File: src/rtl/nvmerf_pkg.sv
`default_nettype none

package nvmerf_pkg;

  // Default number of queues with a doorbell pair.
  localparam int NUM_QUEUES_DEF = 64;

  // Constant registers.
  localparam logic [63:0] CAP_VALUE  = 64'h0040_0030_1406_FFFF;
  localparam logic [63:0] VS_VALUE   = 64'h0000_0000_0002_0000;
  localparam logic [31:0] NSSR_MAGIC = 32'h4E56_4D65;

  // Register offsets.
  localparam logic [15:0] OFF_CAP    = 16'h0000;
  localparam logic [15:0] OFF_VS     = 16'h0008;
  localparam logic [15:0] OFF_INTMS  = 16'h000C;
  localparam logic [15:0] OFF_INTMC  = 16'h0010;
  localparam logic [15:0] OFF_CC     = 16'h0014;
  localparam logic [15:0] OFF_CSTS   = 16'h001C;
  localparam logic [15:0] OFF_NSSR   = 16'h0020;
  localparam logic [15:0] OFF_AQA    = 16'h0024;
  localparam logic [15:0] OFF_ASQ    = 16'h0028;
  localparam logic [15:0] OFF_ACQ    = 16'h0030;
  localparam logic [15:0] OFF_BPRSEL = 16'h0044;
  localparam logic [15:0] OFF_BPMBL  = 16'h0048;

  // Doorbell area: 8 bytes per queue, SQ tail first, CQ head at +4.
  localparam logic [16:0] DB_BASE      = 17'h0_1000;
  localparam int          DB_STRIDE    = 8;

  // Access sizes that truncate a read.
  localparam logic [3:0] SIZE_BYTE  = 4'd1;
  localparam logic [3:0] SIZE_HALF  = 4'd2;
  localparam logic [3:0] SIZE_WORD  = 4'd4;

  // Access kinds.
  localparam logic ACT_READ  = 1'b0;
  localparam logic ACT_WRITE = 1'b1;

  // Reset values of the latched shifts.
  localparam logic [4:0] PAGE_SHIFT_RST = 5'd12;
  localparam logic [3:0] SQ_SHIFT_RST   = 4'd6;
  localparam logic [3:0] CQ_SHIFT_RST   = 4'd4;

  // One host access.
  typedef struct packed {
    logic        action;
    logic [15:0] offset;
    logic [63:0] write_data;
    logic [3:0]  access_size;
  } req_t;

  // One access result.
  typedef struct packed {
    logic [63:0] read_data;
    logic        ready_res;
    logic [4:0]  page_shift;
    logic [3:0]  sq_entry_shift;
    logic [3:0]  cq_entry_shift;
    logic        doorbell_valid;
    logic [5:0]  doorbell_queue;
    logic        doorbell_is_cq;
    logic [31:0] doorbell_value;
  } res_t;

endpackage

`default_nettype wire

File: src/rtl/nvmerf_req_if.sv
`default_nettype none

interface nvmerf_req_if;
  logic        valid;
  logic        ready;
  logic        action;
  logic [15:0] offset;
  logic [63:0] write_data;
  logic [3:0]  access_size;

  modport source (output valid, output action, output offset, output write_data,
                  output access_size, input ready);
  modport sink (input valid, input action, input offset, input write_data,
                input access_size, output ready);
endinterface

`default_nettype wire

File: src/rtl/nvmerf_res_if.sv
`default_nettype none

interface nvmerf_res_if;
  logic        valid;
  logic        ready;
  logic [63:0] read_data;
  logic        ready_res;
  logic [4:0]  page_shift;
  logic [3:0]  sq_entry_shift;
  logic [3:0]  cq_entry_shift;
  logic        doorbell_valid;
  logic [5:0]  doorbell_queue;
  logic        doorbell_is_cq;
  logic [31:0] doorbell_value;

  modport source (output valid, output read_data, output ready_res, output page_shift,
                  output sq_entry_shift, output cq_entry_shift, output doorbell_valid,
                  output doorbell_queue, output doorbell_is_cq, output doorbell_value,
                  input ready);
  modport sink (input valid, input read_data, input ready_res, input page_shift,
                input sq_entry_shift, input cq_entry_shift, input doorbell_valid,
                input doorbell_queue, input doorbell_is_cq, input doorbell_value,
                output ready);
endinterface

`default_nettype wire

File: src/rtl/nvmerf_regs.sv
`default_nettype none

module nvmerf_regs #(
  parameter int NUM_QUEUES = nvmerf_pkg::NUM_QUEUES_DEF
) (
  input  wire logic              clk,
  input  wire logic              rst,
  input  wire logic              commit,
  input  wire nvmerf_pkg::req_t  req,
  output nvmerf_pkg::res_t       res
);
  import nvmerf_pkg::*;

  // First offset past the last queue's doorbell slot.
  localparam logic [16:0] DB_END = DB_BASE + 17'(NUM_QUEUES * DB_STRIDE);

  // Architectural registers. CSTS.RDY always equals the enable flag, CC bit 0,
  // but is kept in its own bit.
  logic [31:0] interrupt_mask, interrupt_mask_next;
  logic [31:0] controller_config, controller_config_next;
  logic        ready_bit, ready_bit_next;
  logic [31:0] admin_queue_attrs, admin_queue_attrs_next;
  logic [63:0] admin_sq_base, admin_sq_base_next;
  logic [63:0] admin_cq_base, admin_cq_base_next;
  logic [31:0] boot_part_select, boot_part_select_next;
  logic [63:0] boot_part_buffer, boot_part_buffer_next;
  logic [4:0]  page_shift_reg, page_shift_next;
  logic [3:0]  sq_shift_reg, sq_shift_next;
  logic [3:0]  cq_shift_reg, cq_shift_next;

  logic        is_write;
  logic        in_regs;
  logic        in_db;
  logic [15:0] db_rel;
  logic [31:0] d32;
  logic        half_only;
  logic [63:0] rd_raw;
  logic [63:0] rd_masked;

  // Offset classification.
  always_comb begin
    is_write  = (req.action == ACT_WRITE);
    in_regs   = ({1'b0, req.offset} < DB_BASE);
    in_db     = !in_regs && ({1'b0, req.offset} < DB_END);
    db_rel    = req.offset - DB_BASE[15:0];
    d32       = req.write_data[31:0];
    half_only = (req.access_size == SIZE_WORD);
  end

  // Register read mux.
  always_comb begin
    case (req.offset)
      OFF_CAP:    rd_raw = CAP_VALUE;
      OFF_VS:     rd_raw = VS_VALUE;
      OFF_INTMS:  rd_raw = {32'd0, interrupt_mask};
      OFF_INTMC:  rd_raw = {32'd0, interrupt_mask};
      OFF_CC:     rd_raw = {32'd0, controller_config};
      OFF_CSTS:   rd_raw = {63'd0, ready_bit};
      OFF_AQA:    rd_raw = {32'd0, admin_queue_attrs};
      OFF_ASQ:    rd_raw = admin_sq_base;
      OFF_ACQ:    rd_raw = admin_cq_base;
      OFF_BPRSEL: rd_raw = {32'd0, boot_part_select};
      OFF_BPMBL:  rd_raw = boot_part_buffer;
      default:    rd_raw = 64'd0;
    endcase
  end

  // Truncate the read to the access size; other sizes return all bits.
  always_comb begin
    case (req.access_size)
      SIZE_BYTE: rd_masked = {56'd0, rd_raw[7:0]};
      SIZE_HALF: rd_masked = {48'd0, rd_raw[15:0]};
      SIZE_WORD: rd_masked = {32'd0, rd_raw[31:0]};
      default:   rd_masked = rd_raw;
    endcase
  end

  // Register writes, controller enable handling and subsystem reset.
  always_comb begin
    interrupt_mask_next    = interrupt_mask;
    controller_config_next = controller_config;
    ready_bit_next         = ready_bit;
    admin_queue_attrs_next = admin_queue_attrs;
    admin_sq_base_next     = admin_sq_base;
    admin_cq_base_next     = admin_cq_base;
    boot_part_select_next  = boot_part_select;
    boot_part_buffer_next  = boot_part_buffer;
    page_shift_next        = page_shift_reg;
    sq_shift_next          = sq_shift_reg;
    cq_shift_next          = cq_shift_reg;
    if (is_write && in_regs) begin
      case (req.offset)
        OFF_INTMS: interrupt_mask_next = interrupt_mask | d32;
        OFF_INTMC: interrupt_mask_next = interrupt_mask & ~d32;
        OFF_CC: begin
          controller_config_next = d32;
          if (!controller_config[0] && d32[0]) begin
            page_shift_next = PAGE_SHIFT_RST + {1'b0, d32[10:7]};
            sq_shift_next   = d32[19:16];
            cq_shift_next   = d32[23:20];
            ready_bit_next  = 1'b1;
          end else if (controller_config[0] && !d32[0]) begin
            ready_bit_next  = 1'b0;
          end
        end
        OFF_NSSR: begin
          // Subsystem reset: registers back to defaults, shifts kept.
          if (d32 == NSSR_MAGIC) begin
            interrupt_mask_next    = '0;
            controller_config_next = '0;
            ready_bit_next         = 1'b0;
            admin_queue_attrs_next = '0;
            admin_sq_base_next     = '0;
            admin_cq_base_next     = '0;
            boot_part_select_next  = '0;
            boot_part_buffer_next  = '0;
          end
        end
        OFF_AQA:    admin_queue_attrs_next = d32;
        OFF_ASQ:    admin_sq_base_next = half_only ? {admin_sq_base[63:32], d32}
                                                   : req.write_data;
        OFF_ACQ:    admin_cq_base_next = half_only ? {admin_cq_base[63:32], d32}
                                                   : req.write_data;
        OFF_BPRSEL: boot_part_select_next = d32;
        OFF_BPMBL:  boot_part_buffer_next = half_only ? {boot_part_buffer[63:32], d32}
                                                      : req.write_data;
        default: ;
      endcase
    end
  end

  // Result of the access. Doorbell values are handed on with the result;
  // nothing in the block reads them back, so they are not kept here.
  always_comb begin
    res.read_data      = (!is_write && in_regs) ? rd_masked : 64'd0;
    res.ready_res      = ready_bit_next;
    res.page_shift     = page_shift_next;
    res.sq_entry_shift = sq_shift_next;
    res.cq_entry_shift = cq_shift_next;
    res.doorbell_valid = is_write && in_db && (db_rel[1:0] == 2'b00);
    res.doorbell_queue = res.doorbell_valid ? db_rel[8:3] : 6'd0;
    res.doorbell_is_cq = res.doorbell_valid ? db_rel[2] : 1'b0;
    res.doorbell_value = res.doorbell_valid ? d32 : 32'd0;
  end

  // State update when the access leaves the input register.
  always_ff @(posedge clk) begin
    if (rst) begin
      interrupt_mask    <= '0;
      controller_config <= '0;
      ready_bit         <= 1'b0;
      admin_queue_attrs <= '0;
      admin_sq_base     <= '0;
      admin_cq_base     <= '0;
      boot_part_select  <= '0;
      boot_part_buffer  <= '0;
      page_shift_reg    <= PAGE_SHIFT_RST;
      sq_shift_reg      <= SQ_SHIFT_RST;
      cq_shift_reg      <= CQ_SHIFT_RST;
    end else if (commit) begin
      interrupt_mask    <= interrupt_mask_next;
      controller_config <= controller_config_next;
      ready_bit         <= ready_bit_next;
      admin_queue_attrs <= admin_queue_attrs_next;
      admin_sq_base     <= admin_sq_base_next;
      admin_cq_base     <= admin_cq_base_next;
      boot_part_select  <= boot_part_select_next;
      boot_part_buffer  <= boot_part_buffer_next;
      page_shift_reg    <= page_shift_next;
      sq_shift_reg      <= sq_shift_next;
      cq_shift_reg      <= cq_shift_next;
    end
  end

endmodule

`default_nettype wire

File: src/rtl/nvme_controller_register_file_unit.sv
`default_nettype none

// Controller register file for the BAR0 space of an NVMe controller. Each
// request is one host read or write at a byte offset, and each request gives
// exactly one result: the read data truncated to the access size (0 on
// writes), CSTS.RDY and the latched page and entry shifts after the access,
// and a doorbell report when the access wrote an SQ-tail or CQ-head doorbell.
// A new request is accepted in every cycle while the result register is not
// stalled; each result passes the input register and the result register,
// around the single decode and update step. A stalled result register still
// lets a request wait in the input register. Doorbell values are reported and
// not stored; doorbell reads return 0.
module nvme_controller_register_file_unit #(
  parameter int NUM_QUEUES = nvmerf_pkg::NUM_QUEUES_DEF
) (
  input  wire logic     clk,
  input  wire logic     rst,
  nvmerf_req_if.sink    req,
  nvmerf_res_if.source  res
);
  import nvmerf_pkg::*;

  logic  in_valid;
  req_t  in_req;
  logic  out_valid;
  res_t  out_res;
  res_t  step_res;
  logic  advance;

  // Input request moves on when the result register is free or draining.
  assign advance   = in_valid && (!out_valid || res.ready);
  assign req.ready = !in_valid || advance;

  // Input register.
  always_ff @(posedge clk) begin
    if (rst) begin
      in_valid <= 1'b0;
    end else if (req.ready) begin
      in_valid <= req.valid;
    end
  end

  always_ff @(posedge clk) begin
    if (req.ready && req.valid) begin
      in_req <= '{action: req.action, offset: req.offset,
                  write_data: req.write_data, access_size: req.access_size};
    end
  end

  // Decode, register update and result forming.
  nvmerf_regs #(
    .NUM_QUEUES (NUM_QUEUES)
  ) u_regs (
    .clk    (clk),
    .rst    (rst),
    .commit (advance),
    .req    (in_req),
    .res    (step_res)
  );

  // Result register.
  always_ff @(posedge clk) begin
    if (rst) begin
      out_valid <= 1'b0;
    end else if (advance) begin
      out_valid <= 1'b1;
    end else if (res.ready) begin
      out_valid <= 1'b0;
    end
  end

  always_ff @(posedge clk) begin
    if (advance) begin
      out_res <= step_res;
    end
  end

  assign res.valid          = out_valid;
  assign res.read_data      = out_res.read_data;
  assign res.ready_res      = out_res.ready_res;
  assign res.page_shift     = out_res.page_shift;
  assign res.sq_entry_shift = out_res.sq_entry_shift;
  assign res.cq_entry_shift = out_res.cq_entry_shift;
  assign res.doorbell_valid = out_res.doorbell_valid;
  assign res.doorbell_queue = out_res.doorbell_queue;
  assign res.doorbell_is_cq = out_res.doorbell_is_cq;
  assign res.doorbell_value = out_res.doorbell_value;

endmodule

`default_nettype wire

File: src/flat_wrapper.sv
// flat-port wrapper written by rule: the top's interface ports become plain ports
module nvme_controller_register_file_unit_flat import nvmerf_pkg::*;
#(
  parameter int NUM_QUEUES = nvmerf_pkg::NUM_QUEUES_DEF
)
  (clk, rst, req_valid, req_action, req_offset, req_write_data, req_access_size, req_ready, res_valid, res_read_data, res_ready_res, res_page_shift, res_sq_entry_shift, res_cq_entry_shift, res_doorbell_valid, res_doorbell_queue, res_doorbell_is_cq, res_doorbell_value, res_ready);
  nvmerf_req_if req_i ();
  nvmerf_res_if res_i ();
  input  wire logic clk;
  input  wire logic rst;
  input wire logic [$bits(req_i.valid)-1:0] req_valid;
  input wire logic [$bits(req_i.action)-1:0] req_action;
  input wire logic [$bits(req_i.offset)-1:0] req_offset;
  input wire logic [$bits(req_i.write_data)-1:0] req_write_data;
  input wire logic [$bits(req_i.access_size)-1:0] req_access_size;
  output wire logic [$bits(req_i.ready)-1:0] req_ready;
  output wire logic [$bits(res_i.valid)-1:0] res_valid;
  output wire logic [$bits(res_i.read_data)-1:0] res_read_data;
  output wire logic [$bits(res_i.ready_res)-1:0] res_ready_res;
  output wire logic [$bits(res_i.page_shift)-1:0] res_page_shift;
  output wire logic [$bits(res_i.sq_entry_shift)-1:0] res_sq_entry_shift;
  output wire logic [$bits(res_i.cq_entry_shift)-1:0] res_cq_entry_shift;
  output wire logic [$bits(res_i.doorbell_valid)-1:0] res_doorbell_valid;
  output wire logic [$bits(res_i.doorbell_queue)-1:0] res_doorbell_queue;
  output wire logic [$bits(res_i.doorbell_is_cq)-1:0] res_doorbell_is_cq;
  output wire logic [$bits(res_i.doorbell_value)-1:0] res_doorbell_value;
  input wire logic [$bits(res_i.ready)-1:0] res_ready;
  assign req_i.valid = req_valid;
  assign req_i.action = req_action;
  assign req_i.offset = req_offset;
  assign req_i.write_data = req_write_data;
  assign req_i.access_size = req_access_size;
  assign req_ready = req_i.ready;
  assign res_valid = res_i.valid;
  assign res_read_data = res_i.read_data;
  assign res_ready_res = res_i.ready_res;
  assign res_page_shift = res_i.page_shift;
  assign res_sq_entry_shift = res_i.sq_entry_shift;
  assign res_cq_entry_shift = res_i.cq_entry_shift;
  assign res_doorbell_valid = res_i.doorbell_valid;
  assign res_doorbell_queue = res_i.doorbell_queue;
  assign res_doorbell_is_cq = res_i.doorbell_is_cq;
  assign res_doorbell_value = res_i.doorbell_value;
  assign res_i.ready = res_ready;
  nvme_controller_register_file_unit #(.NUM_QUEUES(NUM_QUEUES)) u_core (.clk(clk), .rst(rst), .req(req_i), .res(res_i));
endmodule
File: config.mk
export PLATFORM = sky130hd
export DESIGN_NAME = nvme_controller_register_file_unit_flat
export DESIGN_NICKNAME = d
export VERILOG_FILES = /design/src/rtl/nvmerf_pkg.sv /design/src/rtl/nvmerf_req_if.sv /design/src/rtl/nvmerf_res_if.sv /design/src/rtl/nvmerf_regs.sv /design/src/rtl/nvme_controller_register_file_unit.sv /design/src/flat_wrapper.sv
export SDC_FILE = /design/constraint.sdc
export NUM_CORES = 1
export LEC_CHECK = 0
export ABC_AREA = 1
export BUFFER_PORTS_ARGS = -buffer_cell sky130_fd_sc_hd__buf_2
export CELL_PAD_IN_SITES_DETAIL_PLACEMENT = 0
export CELL_PAD_IN_SITES_GLOBAL_PLACEMENT = 1
export CORE_ASPECT_RATIO = 0.5
export CORE_MARGIN = 2
export CORE_UTILIZATION = 40
export CTS_CLUSTER_SIZE = 20
export DETAILED_ROUTE_END_ITERATION = 6
export GPL_TIMING_DRIVEN = 0
export PLACE_DENSITY = 0.84
export SYNTH_ARGS = -nofsm -noshare
export SYNTH_HDL_FRONTEND = slang
export SYNTH_SLANG_ARGS = --single-unit
File: constraint.sdc
create_clock -name clk -period 6 [get_ports clk]
set_input_delay 1.8 -clock clk [delete_from_list [all_inputs] [get_ports clk]]
set_output_delay 1.8 -clock clk [all_outputs]
set_load 0.01 [all_outputs]
==> run metrics <==
# hold bufs at CTS 0; Final Skew 0.0250 ns; Peak VDD IR 0.225 mV; worst hold path type reg2reg; Initial Utilization 40.8%; synthesized instance count 3121; Site Rows 63; setup TNS 0 ns; cts bufs inserted 50; Placer Congestion 0.979; largest net degree at the start of global routing 75; Critical-path top delay cell nor2_1; Synth warnings 0; Cell variety after synth 39; Commonest cells post-synth 798 x nand2_1, 437 x nor2_1, 336 x dfxtp_1; Pwr Density 267 nW/um^2; Critical Path RT 6.45 ns; max reg flops 85; clk sinks 539; Clock Power Share 43.2%; CTS tree built; Die Y 179 um; leak pwr 11.2 nW; via count 23261; post-route cell area 28100 sq um; WL/cell 21.8 um; asr flop ratio synth 0%; register area 12800 sq um; number of flops mapped to enable cells by yosys 203; sequential share of the synthesized area 52.5%; Reg power frac 52.4%; Crit Path Max Fanout 10; setup bufs post-CTS 0; CP Launch Type flop; Detail Route Antenna Nets 0; crit path DAT 4.79 ns; kind of critical path reg2reg; Most flops, register u_core.in_req; Placement Cell Area 26500 sq um; final WL 92400 um; Fill cells 6024; initial antenna violation count 2; GRT Residual Overflow 0; DP HPWL 64400 um; RSZ-0062 raised after global routing no; Int Pwr 5.71 mW; Max Freq 230 MHz; hold_ws 0.461 ns; Logic pwr share 4.3%; area leader, netlist dfxtp_1; root buffer cell clkbuf_16; Initial DRC Count 2731; Sw Ratio 23.9%; DIE WIDTH 353 um; Critical Path End Type flop; htree depth 2; Die ar. 63100 sq um; vias in the first global route 21368; largest stage delay on the critical path 0.90 ns; first-pass GRT wire length 135000 um; area of the multi-input gates 9530 sq um; Area contributors post-synth dfxtp_1 28%, edfxtp_1 25%, nand2_1 12%; syn_area_per_cell 7.82 sq um; Core Footprint 59700 sq um; clock slew at reported path FFs 0.07 ns; Port Buffers 208; Mapped Nets 3211; count of final hold-check violations 0; critical-path cell list nor2_2 -> nand3_2 -> nor2_1 -> nand2_1 -> nand3_1 -> nand3_1 -> buf_2 -> nand2_1 -> a21oi_1; Synth Flop Type dfxtp_1; Slew HR 22.6%; slew of the pin with the lowest slew margin 1.16 ns; Synth Register Bits 539; Via density 5.49; share of post-route cells with drive strength above 1 13.6%; Setup violations, final 0; Sw Pwr 1.79 mW; final number of max-transition violations 0; Clock Latency Late Sink 0.61 ns; # Max-Cap Violations 0; Remaining DRCs 0; synthesized cell area 24400 sq um; Syn-to-layout area delta 15.2%; PostCTS Resize Cnt 0; final worst-path cycle share 72.4%; most frequent cell after synthesis nand2_1; Nets 3473; status completed; TritonRoute pass-1 iters 6; top cell type's share of synthesized area 27.6%; CTS max path bufs 3; IO Count 209; crit path time final 4.34 ns; Core Util, Final 47.1%; GRT Overall Usage 28.7%
-- layout make-up --
cell class | count | share of cell area (%)
inverters | 284 | 3.80
repair buffers | 210 | 3.90
well taps | 812 | 3.61
multi-input cells | 2071 | 33.9
clock inverters | 23 | 0.596
flip-flops and latches | 539 | 45.6
clock buffers | 68 | 5.06
plain buffers | 227 | 3.57
diodes | 2 | 0.0178
-- layer usage --
| layer | vias up | part of all wire [%] | global-route usage, % |
|---|---|---|---|
| met3 | 170 | 10 | 6.39 |
| met2 | 1196 | 44 | 44.6 |
| met1 | 11097 | 43 | 39.9 |
| met5 | - | 0 | 0 |
| met4 | 0 | 2.6 | 8.65 |
| li1 | 10798 | - | - |
-- path summary, 6_finish.rpt --
kind | start | to | slack (ns) | cells past startpoint
worst max-delay path | u_core.in_req[69] | u_core.u_regs.interrupt_mask[24] | 1.66 | 9
worst min-delay path | u_core.u_regs.boot_part_select[8] | u_core.u_regs.boot_part_select[8] | 0.46 | 2
worst max register to register | u_core.in_req[69] | u_core.u_regs.interrupt_mask[24] | 1.66 | 9
worst min register to register | u_core.u_regs.boot_part_select[8] | u_core.u_regs.boot_part_select[8] | 0.46 | 2
-- power by group through the flow --
stage | Clock [mW] | Sequential, mW | Combinational (mW)
5_1_grt | 3.42 | 3.94 | 0.351
3_5_place_dp | 0 | 4.01 | 0.321
3_3_place_gp | 0 | 4.02 | 0.311
6_report | 3.24 | 3.93 | 0.325
2_1_floorplan | 0 | 4.01 | 0.142
4_1_cts | 3.27 | 3.93 | 0.322
-- critical path: cells and delay by family, from the launching register on --
family | cells | cell delay (ns)
AOI/OAI and AO/OA | 1 | 0.07
buffers and inverters | 1 | 0.38
DFF | 1 | 0.38
and+or+nand+nor | 7 | 3.32
-- kinds of logic (layout without fill, tap and decap cells) --
logic type	after synthesis	after routing	share of synthesized area, %
other	0	2	0
and+or+nand+nor	1713	1713	31.3
adders and majority gates	1	1	0.0513
DFF	539	539	52.5
AOI/OAI and AO/OA	357	357	7.67
buffers and inverters	511	812	8.44
-- metrics by stage --
stage / setup slack (ns) / power [mW] / std cells
6_report: 1.66 / 7.50 / 4236
5_1_grt: 1.75 / 7.71 / 4235
4_1_cts: 1.99 / 7.53 / 4234
3_5_place_dp: 1.66 / 4.33 / 4143
3_3_place_gp: 0.0488 / 4.33 / 4141
2_1_floorplan: 1.59 / 4.16 / 3121
-- cell usage in the layout (no fill, tap or decap), types with 8 or more instances in the layout --
cell	n
nand3_1	83
nand4_1	276
nor2_2	16
buf_1	14
clkbuf_16	51
clkinv_2	8
edfxtp_1	203
clkbuf_1	123
o21ai_0	35
o21ai_1	42
a21oi_1	237
nand3b_1	10
nand2_1	798
o211ai_1	9
nor2_1	437
or2_2	33
inv_1	267
clkinv_1	11
dfxtp_1	336
nor3b_1	32
clkbuf_8	9
inv_2	13
o22ai_1	29
buf_2	300
Power figures use the tool's default switching activity.
